### src/rtl/sbt_pkg.sv
// Shared types, constants and character-class functions for the source byte tokenizer.
package sbt_pkg;

    // Tokenizer modes
    typedef enum logic [2:0] {
        MODE_IDLE  = 3'd0,
        MODE_NUM   = 3'd1,
        MODE_IDENT = 3'd2,
        MODE_STR   = 3'd3,
        MODE_HALT  = 3'd4
    } t_mode;

    // Token kinds
    typedef enum logic [4:0] {
        KIND_NUM    = 5'd0,
        KIND_IDENT  = 5'd1,
        KIND_STRING = 5'd2,
        KIND_PLUS   = 5'd3,
        KIND_MINUS  = 5'd4,
        KIND_STAR   = 5'd5,
        KIND_SLASH  = 5'd6,
        KIND_COMMA  = 5'd7,
        KIND_SEMI   = 5'd8,
        KIND_LPAREN = 5'd9,
        KIND_RPAREN = 5'd10,
        KIND_LBRACE = 5'd11,
        KIND_RBRACE = 5'd12,
        KIND_LBRACK = 5'd13,
        KIND_RBRACK = 5'd14,
        KIND_EOF    = 5'd15,
        KIND_ERROR  = 5'd16
    } t_kind;

    // Error codes
    typedef enum logic [1:0] {
        ERR_NONE         = 2'd0,
        ERR_UNKNOWN_CHAR = 2'd1,
        ERR_SECOND_DOT   = 2'd2,
        ERR_OPEN_STRING  = 2'd3
    } t_err;

    // Request actions
    localparam logic ACT_BYTE = 1'b0;
    localparam logic ACT_EOS  = 1'b1;

    // Characters with special meaning
    localparam logic [7:0] CH_DOT        = 8'h2E;
    localparam logic [7:0] CH_UNDERSCORE = 8'h5F;
    localparam logic [7:0] CH_HASH       = 8'h23;
    localparam logic [7:0] CH_QUOTE      = 8'h22;
    localparam logic [7:0] CH_PLUS       = 8'h2B;
    localparam logic [7:0] CH_SEMI       = 8'h3B;
    localparam logic [7:0] CH_SPACE      = 8'h20;

    localparam int OUT_WIDTH = 32;

    // One result as it sits in the output queue
    typedef struct packed {
        t_kind                 kind;
        logic [OUT_WIDTH-1:0]  begin_pos;
        logic [OUT_WIDTH-1:0]  span_len;
        t_err                  err;
        logic                  last;
    } t_result;

    function automatic logic is_digit(input logic [7:0] c);
        return (c >= 8'h30) && (c <= 8'h39);
    endfunction

    function automatic logic is_alpha(input logic [7:0] c);
        return ((c >= 8'h61) && (c <= 8'h7A)) || ((c >= 8'h41) && (c <= 8'h5A));
    endfunction

    // Space, TAB, LF, VT, FF, CR
    function automatic logic is_space(input logic [7:0] c);
        return (c == CH_SPACE) || ((c >= 8'h09) && (c <= 8'h0D));
    endfunction

    // Single-byte punctuation; KIND_NUM means not punctuation
    function automatic t_kind punct_kind(input logic [7:0] c);
        t_kind k;
        unique case (c)
            CH_PLUS: k = KIND_PLUS;
            8'h2D:   k = KIND_MINUS;   // '-'
            8'h2A:   k = KIND_STAR;    // '*'
            8'h2F:   k = KIND_SLASH;   // '/'
            8'h2C:   k = KIND_COMMA;   // ','
            CH_SEMI: k = KIND_SEMI;
            8'h28:   k = KIND_LPAREN;  // '('
            8'h29:   k = KIND_RPAREN;  // ')'
            8'h7B:   k = KIND_LBRACE;  // '{'
            8'h7D:   k = KIND_RBRACE;  // '}'
            8'h5B:   k = KIND_LBRACK;  // '['
            8'h5D:   k = KIND_RBRACK;  // ']'
            default: k = KIND_NUM;
        endcase
        return k;
    endfunction

endpackage

### src/rtl/source_byte_tokenizer.sv
// Streaming tokenizer: byte decode, mode state and a four-entry result queue.
//
//  channel  | direction | handshake          | payload
//  ---------+-----------+--------------------+-------------------------------------------
//  request  | in        | i_valid / o_stall  | i_action, i_char_in
//  result   | out       | o_valid / i_stall  | o_kind, o_begin_pos, o_span_len,
//           |           |                    | o_error_code, o_last
//
// Each request is decoded and the mode state updated in the cycle it is taken; its
// zero, one or two results enter the result queue at that edge and show on the
// result port from the next cycle, one per cycle while i_stall is low.
// A request may be taken every cycle while the queue has room for two results;
// a request that gives two results writes both into the queue at the same edge.
// Reset is synchronous: mode idle, position zero, queue empty.
// o_stall rises when the queue holds three or more results; i_stall holds the head.
module source_byte_tokenizer #(
    parameter int POS_WIDTH = 32
) (
    input  logic        i_clk,
    input  logic        i_rst_n,
    input  logic        i_valid,
    output logic        o_stall,
    input  logic        i_action,
    input  logic [7:0]  i_char_in,
    output logic        o_valid,
    input  logic        i_stall,
    output logic [4:0]  o_kind,
    output logic [31:0] o_begin_pos,
    output logic [31:0] o_span_len,
    output logic [1:0]  o_error_code,
    output logic        o_last
);
    import sbt_pkg::*;

    localparam int QDEPTH = 4;
    localparam int QAW    = $clog2(QDEPTH);

    // Tokenizer state
    t_mode                r_mode, n_mode;
    logic [POS_WIDTH-1:0] r_start, n_start;
    logic                 r_dot, n_dot;
    logic [POS_WIDTH-1:0] r_pos, n_pos;

    // Result queue
    t_result              r_queue [QDEPTH];
    logic [QAW-1:0]       r_wr_ptr, r_rd_ptr;
    logic [QAW:0]         r_count;

    logic                 accept, pop;
    logic [1:0]           push_n;
    t_result              slot0, slot1;

    // Take low OUT_WIDTH bits of a position, zero-extending narrow ones
    function automatic logic [OUT_WIDTH-1:0] to_out(input logic [POS_WIDTH-1:0] v);
        logic [63:0] w;
        w = 64'(v);
        return w[OUT_WIDTH-1:0];
    endfunction

    function automatic t_result make_res(input t_kind k, input logic [POS_WIDTH-1:0] b,
                                         input logic [POS_WIDTH-1:0] l, input t_err e);
        t_result r;
        r.kind      = k;
        r.begin_pos = to_out(b);
        r.span_len  = to_out(l);
        r.err       = e;
        r.last      = 1'b0;
        return r;
    endfunction

    assign o_stall = (r_count > (QAW+1)'(QDEPTH - 2));
    assign accept  = i_valid && !o_stall;
    assign o_valid = (r_count != '0);
    assign pop     = o_valid && !i_stall;

    // Decode a byte as if idle
    logic [POS_WIDTH-1:0] cur_len;
    logic                 idle_emit;
    t_result              idle_res;
    t_mode                idle_mode;
    logic [POS_WIDTH-1:0] idle_start;
    logic                 idle_dot;
    t_kind                pk;

    always_comb begin
        pk         = punct_kind(i_char_in);
        idle_emit  = 1'b0;
        idle_res   = make_res(pk, r_pos, POS_WIDTH'(1), ERR_NONE);
        idle_mode  = MODE_IDLE;
        idle_start = r_start;
        idle_dot   = 1'b0;
        if (is_space(i_char_in)) begin
            idle_mode = MODE_IDLE;
        end else if (is_digit(i_char_in) || i_char_in == CH_DOT) begin
            idle_mode  = MODE_NUM;
            idle_start = r_pos;
            idle_dot   = (i_char_in == CH_DOT);
        end else if (is_alpha(i_char_in) || i_char_in == CH_UNDERSCORE) begin
            idle_mode  = MODE_IDENT;
            idle_start = r_pos;
        end else if (i_char_in == CH_QUOTE) begin
            idle_mode  = MODE_STR;
            idle_start = r_pos + POS_WIDTH'(1);
        end else if (pk != KIND_NUM) begin
            idle_emit = 1'b1;
        end else begin
            idle_mode = MODE_HALT;
            idle_emit = 1'b1;
            idle_res  = make_res(KIND_ERROR, r_pos, POS_WIDTH'(1), ERR_UNKNOWN_CHAR);
        end
    end

    // Next state and results: an optional closing token, then an optional second result
    logic    tok_emit, sec_emit;
    t_result tok_res, sec_res;

    always_comb begin
        cur_len  = r_pos - r_start;
        n_mode   = r_mode;
        n_start  = r_start;
        n_dot    = r_dot;
        n_pos    = r_pos;
        tok_emit = 1'b0;
        sec_emit = 1'b0;
        tok_res  = make_res(r_mode == MODE_IDENT ? KIND_IDENT : KIND_NUM,
                            r_start, cur_len, ERR_NONE);
        sec_res  = idle_res;
        if (accept && r_mode != MODE_HALT) begin
            if (i_action == ACT_EOS) begin
                if (r_mode == MODE_STR) begin
                    n_mode   = MODE_HALT;
                    sec_emit = 1'b1;
                    sec_res  = make_res(KIND_ERROR, r_start, cur_len, ERR_OPEN_STRING);
                end else begin
                    tok_emit = (r_mode == MODE_NUM) || (r_mode == MODE_IDENT);
                    n_mode   = MODE_IDLE;
                    n_dot    = 1'b0;
                    sec_emit = 1'b1;
                    sec_res  = make_res(KIND_EOF, r_pos, '0, ERR_NONE);
                end
            end else begin
                n_pos = r_pos + POS_WIDTH'(1);
                unique case (r_mode)
                    MODE_NUM: begin
                        if (i_char_in == CH_DOT) begin
                            if (r_dot) begin
                                n_mode   = MODE_HALT;
                                sec_emit = 1'b1;
                                sec_res  = make_res(KIND_ERROR, r_pos, POS_WIDTH'(1),
                                                    ERR_SECOND_DOT);
                            end else begin
                                n_dot = 1'b1;
                            end
                        end else if (!is_digit(i_char_in)) begin
                            tok_emit = 1'b1;
                            n_mode   = idle_mode;
                            n_start  = idle_start;
                            n_dot    = idle_dot;
                            sec_emit = idle_emit;
                        end
                    end
                    MODE_IDENT: begin
                        if (!(is_alpha(i_char_in) || is_digit(i_char_in) ||
                              i_char_in == CH_UNDERSCORE || i_char_in == CH_HASH)) begin
                            tok_emit = 1'b1;
                            n_mode   = idle_mode;
                            n_start  = idle_start;
                            n_dot    = idle_dot;
                            sec_emit = idle_emit;
                        end
                    end
                    MODE_STR: begin
                        if (i_char_in == CH_QUOTE) begin
                            n_mode   = MODE_IDLE;
                            sec_emit = 1'b1;
                            sec_res  = make_res(KIND_STRING, r_start, cur_len, ERR_NONE);
                        end
                    end
                    MODE_IDLE: begin
                        n_mode   = idle_mode;
                        n_start  = idle_start;
                        n_dot    = idle_dot;
                        sec_emit = idle_emit;
                    end
                    default: begin
                        n_mode = r_mode;
                    end
                endcase
            end
        end

        // Pack results into queue slots and mark the final one
        tok_res.last = !sec_emit;
        sec_res.last = 1'b1;
        slot1        = sec_res;
        if (tok_emit) begin
            slot0 = tok_res;
        end else begin
            slot0 = sec_res;
        end
        push_n = {1'b0, tok_emit} + {1'b0, sec_emit};
    end

    // Hold tokenizer state
    always_ff @(posedge i_clk) begin
        if (!i_rst_n) begin
            r_mode  <= MODE_IDLE;
            r_start <= '0;
            r_dot   <= 1'b0;
            r_pos   <= '0;
        end else begin
            r_mode  <= n_mode;
            r_start <= n_start;
            r_dot   <= n_dot;
            r_pos   <= n_pos;
        end
    end

    // Advance queue pointers and count
    always_ff @(posedge i_clk) begin
        if (!i_rst_n) begin
            r_wr_ptr <= '0;
            r_rd_ptr <= '0;
            r_count  <= '0;
        end else begin
            r_wr_ptr <= r_wr_ptr + QAW'(push_n);
            if (pop) begin
                r_rd_ptr <= r_rd_ptr + QAW'(1);
            end
            r_count <= r_count + (QAW+1)'(push_n) - (QAW+1)'(pop);
        end
    end

    // Write queue entries
    always_ff @(posedge i_clk) begin
        if (push_n != 2'd0) begin
            r_queue[r_wr_ptr] <= slot0;
        end
        if (push_n == 2'd2) begin
            r_queue[r_wr_ptr + QAW'(1)] <= slot1;
        end
    end

    // Drive result port from queue head
    t_result head;
    assign head         = r_queue[r_rd_ptr];
    assign o_kind       = head.kind;
    assign o_begin_pos  = head.begin_pos;
    assign o_span_len   = head.span_len;
    assign o_error_code = head.err;
    assign o_last       = head.last;

endmodule

### config.mk
export PLATFORM = sky130hd
export DESIGN_NAME = source_byte_tokenizer
export DESIGN_NICKNAME = d
export VERILOG_FILES = /design/src/rtl/sbt_pkg.sv /design/src/rtl/source_byte_tokenizer.sv
export SDC_FILE = /design/constraint.sdc
export NUM_CORES = 1
export LEC_CHECK = 0
export BUFFER_PORTS_ARGS = -buffer_cell sky130_fd_sc_hd__buf_4
export CORE_MARGIN = 2
export CORE_UTILIZATION = 31
export DETAILED_ROUTE_END_ITERATION = 7
export PLACE_DENSITY = 0.43
export SLEW_MARGIN = 20
export SYNTH_ARGS = -nofsm -noshare
export SYNTH_HDL_FRONTEND = slang
export SYNTH_SLANG_ARGS = --single-unit
### constraint.sdc
create_clock -name i_clk -period 18 [get_ports i_clk]
set_clock_uncertainty 0.15 [all_clocks]
set_input_delay 1.8 -clock i_clk [delete_from_list [all_inputs] [get_ports i_clk]]
set_output_delay 1.8 -clock i_clk [all_outputs]
set_load 0.01 [all_outputs]
* Word-level counts from Yosys, hierarchy flattened *
Memories as Yosys holds them, arrays and structs flattened. A register that Yosys moved wholly into a read port is not among the register bits.
Index checks and enable logic that the tools add are counted.

operators by class
  reductions and logical operators = 29
  equality and inequality tests = 30
  divide/modulo/power cells = 0
  magnitude comparators = 9
  add/sub/neg operators = 8
  multipliers = 0
  bitwise operators = 1
  shifts and indexed selects = 0
  multiplexer cells = 69

operator list
  kind                                                                              number
  72-bit 2-to-1 mux                                                                 12
  32-bit 2-to-1 mux                                                                 7
  72-bit case mux with 2 select lines                                               1
  8-bit by 6-bit equality test with 1-bit output, second input constant             12
  32-bit case mux with 3 select lines                                               1
  4-bit case mux with 12 select lines                                               1
  8-bit by 7-bit equality test with 1-bit output, second input constant             5
  3-bit 2-to-1 mux                                                                  12
  32-bit by 1-bit adder with 32-bit output, second input constant                   1
  32-bit subtractor                                                                 1
  1-bit 2-to-1 mux                                                                  29
  8-bit by 7-bit >= comparator with 1-bit output, second input constant             2
  8-bit by 7-bit less-or-equal comparator with 1-bit output, second input constant  2
  3-bit case mux with 4 select lines                                                1
  6-bit AND reduction                                                               2
  5-bit nonzero test                                                                2
  8-bit by 4-bit >= comparator with 1-bit output, second input constant             1
  8-bit by 6-bit >= comparator with 1-bit output, second input constant             1
  8-bit by 4-bit less-or-equal comparator with 1-bit output, second input constant  1
  8-bit by 6-bit less-or-equal comparator with 1-bit output, second input constant  1
  1-bit logical OR                                                                  8
  2-bit != test, second input constant                                              4
  4-bit != test, second input constant                                              2
  1-bit logical AND                                                                 7
  other kinds (23)                                                                  30

word-level totals
  logic and storage cells = 154
  bits in registers = 75
  latch bits = 0
  input bits = 13
  bits in read-only memories = 0
  output and inout bits = 74
  bits in writable memories = 288
  memories = 1

memories
  memory   depth  bits a word  rd ports  clocked after memory_dff  wr ports  RTL line                     RTL
  r_queue  4      72           1         1                         2         source_byte_tokenizer.sv:45  t_result r_queue [QDEPTH];

* Longest topological paths before layout *
  depth after elaboration = 16
  mapped depth = 18
  gate-level depth less buffers = 16

* Worst setup path before layout *
OpenSTA, ideal clock, no wires.

  path kind = input port to flip-flop
  start = input i_char_in[0]
  end = memory r_queue[2][10] in the netlist's numbering (enable)
  library setup time = 0.598 ns
  data required time = 17.252 ns
  arrival = 8.623 ns
  buffers on the path = 2
  cell stages on the path = 12
  path slack = 8.629 ns
  cells stage by stage = clkbuf_1 > or2_1 > o32a_1 > o211ai_2 > nand2_1 > clkbuf_1 > nor3_1 > a31oi_1 > nor2_1 > ha_1 > nand2_1 > o21ai_0

RTL lines
  element          RTL line                     RTL
  start, declared  source_byte_tokenizer.sv:24  input logic [7:0] i_char_in,
  end, declared    source_byte_tokenizer.sv:45

==> metrics.txt <==
gp weighted congestion=0.830; CTS Buf Count=42; Mapped Nets=1734; vias in the first global route=13600; height of the die=250 um; reg-to-reg setup timing slack=13.56 ns; Setup TNS=0 ns; r2r startpoint=r_count[0]; post-place instance area=20100 um2; initial antenna violation count=0; overall routing resource usage=17.9%; startpoint class of the critical path=input port; max frequency=0.161 GHz; Final period util=34.5%; largest family of logic cells by synthesized area=simple AND/OR/NAND/NOR gates; CP arrival=6.34 ns; endpoints failing setup=0; DRC viols=0; Post-synth EDFFs=284; Post-CTS Repair Setup Buffers=0; status=finished clean; die width=250 um; Post-Syn Area=18800 um2; total global routing overflow=0; IR drop worst, VDD=0.0797 mV; Post-Synth Adder-Cell Area=2.81%; Layout Cell Area excl Fill=21400 um2; critical path class=in2reg; CP Data Required Time=18.13 ns; Synth Register Bits=365; DRT iter0 DRCs=983; global-route wire length before repair=85.9 mm; Period minus WS final=6.21 ns; Seq/Total Area, Yosys=54.0%; Max FO, Critical Path=36; row cnt=90; fin worst setup slack=11.79 ns; PortBufs=86; slew margin rel.=30.1%; drt pass-1 iters=5; Async S/R FF share, synth=0%; final hold vios=0; Worst-Margin Slew=1.04 ns; Vias=13400; RR Endpoint=r_queue[0][65]; n_diodes=0; post-synth top area cell=edfxtp_1; synthesized area per cell=11.2 um2; crit end category=flip-flop; max-cap violation count=0; Detailed Place HPWL=35.4 mm; WHS Endpoint=r_queue[1][0]; HP Class=reg2reg; Distinct cells, synth=71; YS warnings=0; clock root cell=clkbuf_16; Final nets=1752; critical path launch point=i_char_in[7]; Post-Synth Simple-Gate Area=13.4%; DIE AREA=62600 um2; mux cell area share after synthesis=8.95%; hold_buf cts=0; top cells by area, synth=edfxtp_1 45%, dfxtp_1 8.6%, mux4_2 8.6%, nor2_1 5.1%, o22ai_1 3.3%; Top Ports=87; Routed WL per cell=22.4 um; DRT antenna net count=0; post-layout util=35.5%; synthesized netlist cell count=1680; PD cells=121 nW/um2; P&R area growth vs syn=13.7%; Place WS=11.21 ns; XOR/XNOR Fraction of Synth Area=3.77%; Synth Flop Type=edfxtp_1; via/cell ratio=5.35; pin count of the biggest net entering global routing=75; fraction of layout cells with a size suffix above 1=16.3%; Placeable Area=60100 um2; HP Start=r_queue[1][0]; Max H-tree Level=2; Max Slew Vio Count=0; Reg2Reg Depth=11; Sink Count=365; hold slack=0.336 ns; Clock transition at path regs=0.06 ns; hold path depth=2; worst skew pair latency=0.57 ns; Max Buffers Root-to-Sink=3; Synth top area share=45.4%; CTS tree=done; post_cts resized=0; final wirelength=56.4 mm; Initial Util=31.3%; Synth Area in Compound Gates=13.0%; Leak Pwr=6.64 nW; RSZ-0062 raised after global routing=false
-- cell type report --
class	instances	area (um2)
repair buffers	106	796
flip-flops and latches	365	10200
well taps	782	978
multi-input cells	1124	7960
clock inverters	11	55.1
clock buffers	66	1200
inverters	59	221
fillers	6049	38800
-- layout by cell type, fill, tap and decap left out, drive strengths merged, types with 4 or more instances in the layout --
cell    Yosys  layout
inv        57      59
and2       17      17
a32o        9       9
mux2i       6       6
a311oi      6       6
o21a        7       7
a21o       14      14
a211oi     35      35
nor3b       4       4
a31oi       9       9
dfxtp      81      81
buf        34     106
nor4        6       6
a21oi      57      57
o21ai      82      82
nor2      255     255
or2         8       8
nand4      19      19
edfxtp    284     284
and3        8       8
xnor2      51      51
nor2b       8       8
mux4       72      72
nor3       28      28
o22ai     100     100
nand3      54      54
clkbuf     98      66
clkinv      2      10
nand2b      8       8
xor2       30      30
ha         39      39
o211ai      6       6
nand2     121     121
or3        20      20
-- power breakdown --
part           switching (mW)  internal [mW]  total (mW)
Sequential             0.0598          0.999        1.06
Combinational           0.412          0.302       0.714
Clock                   0.346          0.458       0.804
Total                   0.818           1.76        2.58
-- metrics by stage --
step	power [mW]	std cells
5_1_grt	2.70	2513
3_5_place_dp	1.81	2436
4_1_cts	2.62	2513
3_3_place_gp	1.80	2436
2_1_floorplan	1.48	1680
6_report	2.58	2513
-- worst max-delay path by stage --
stage | slack (ns) | endpoint | depth (start not counted)
3_3_place_gp | 11.31 | r_queue[0][61] | 16
4_1_cts | 11.82 | r_queue[0][65] | 16
2_1_floorplan | 8.63 | r_queue[2][10] | 12
3_5_place_dp | 11.21 | r_queue[0][65] | 16
5_1_grt | 11.54 | r_queue[0][65] | 16
6_report | 11.79 | r_queue[0][65] | 16
-- critical path: stages --
cell     delay [ns]
buf_4          0.13
or3_1          0.49
or4_4          0.57
and2_4         0.16
nand2_1        0.39
nor3_1         0.09
a31oi_1        0.25
nor2_1         0.10
ha_1           0.24
nand2_1        0.19
inv_1          0.11
nand2_1        0.19
o21a_1         0.39
or2_2          0.51
buf_4          0.53
o21ai_0        0.17
-- layer usage --
metal,vias up,share of wire (%),track usage [%],wire length (um)
li1,6298,-,-,-
met1,6819,47,25.2,26600
met2,265,47,29.4,26700
met3,59,4.1,2.85,2300
met5,-,0,0,0
met4,0,1.4,3.39,790
-- logic make-up after synthesis --
| family | count (synthesis) |
|---|---|
| and+or+nand+nor | 564 |
| DFF | 365 |
| AOI/OAI and AO/OA | 360 |
| buffers and inverters | 191 |
| xor gates and xnor gates | 81 |
| muxes | 78 |
| adders and majority gates | 41 |
-- cell usage after synthesis (7+ instances only) --
master	count
a211oi_1	9
a211oi_2	26
a21o_1	14
a21oi_1	57
a31oi_1	9
a32o_1	9
and2_1	15
and3_1	8
buf_1	16
buf_2	11
clkbuf_1	97
dfxtp_1	81
edfxtp_1	284
ha_1	39
inv_1	57
mux4_2	72
nand2_1	121
nand2b_1	8
nand3_1	54
nand4_1	19
nor2_1	255
nor2b_1	8
nor3_1	28
o21a_1	7
o21ai_0	80
o22ai_1	100
or3_1	20
xnor2_1	51
xor2_1	30
-- flip-flops by register name, indices dropped and copies added, names as in the netlist, named ones only --
register	flops
r_count	3
r_queue	288
r_wr_ptr	2
r_start	32
r_dot	1
r_rd_ptr	2
r_mode	3
r_pos	32
No activity file was read; power rests on OpenSTA's default activity.
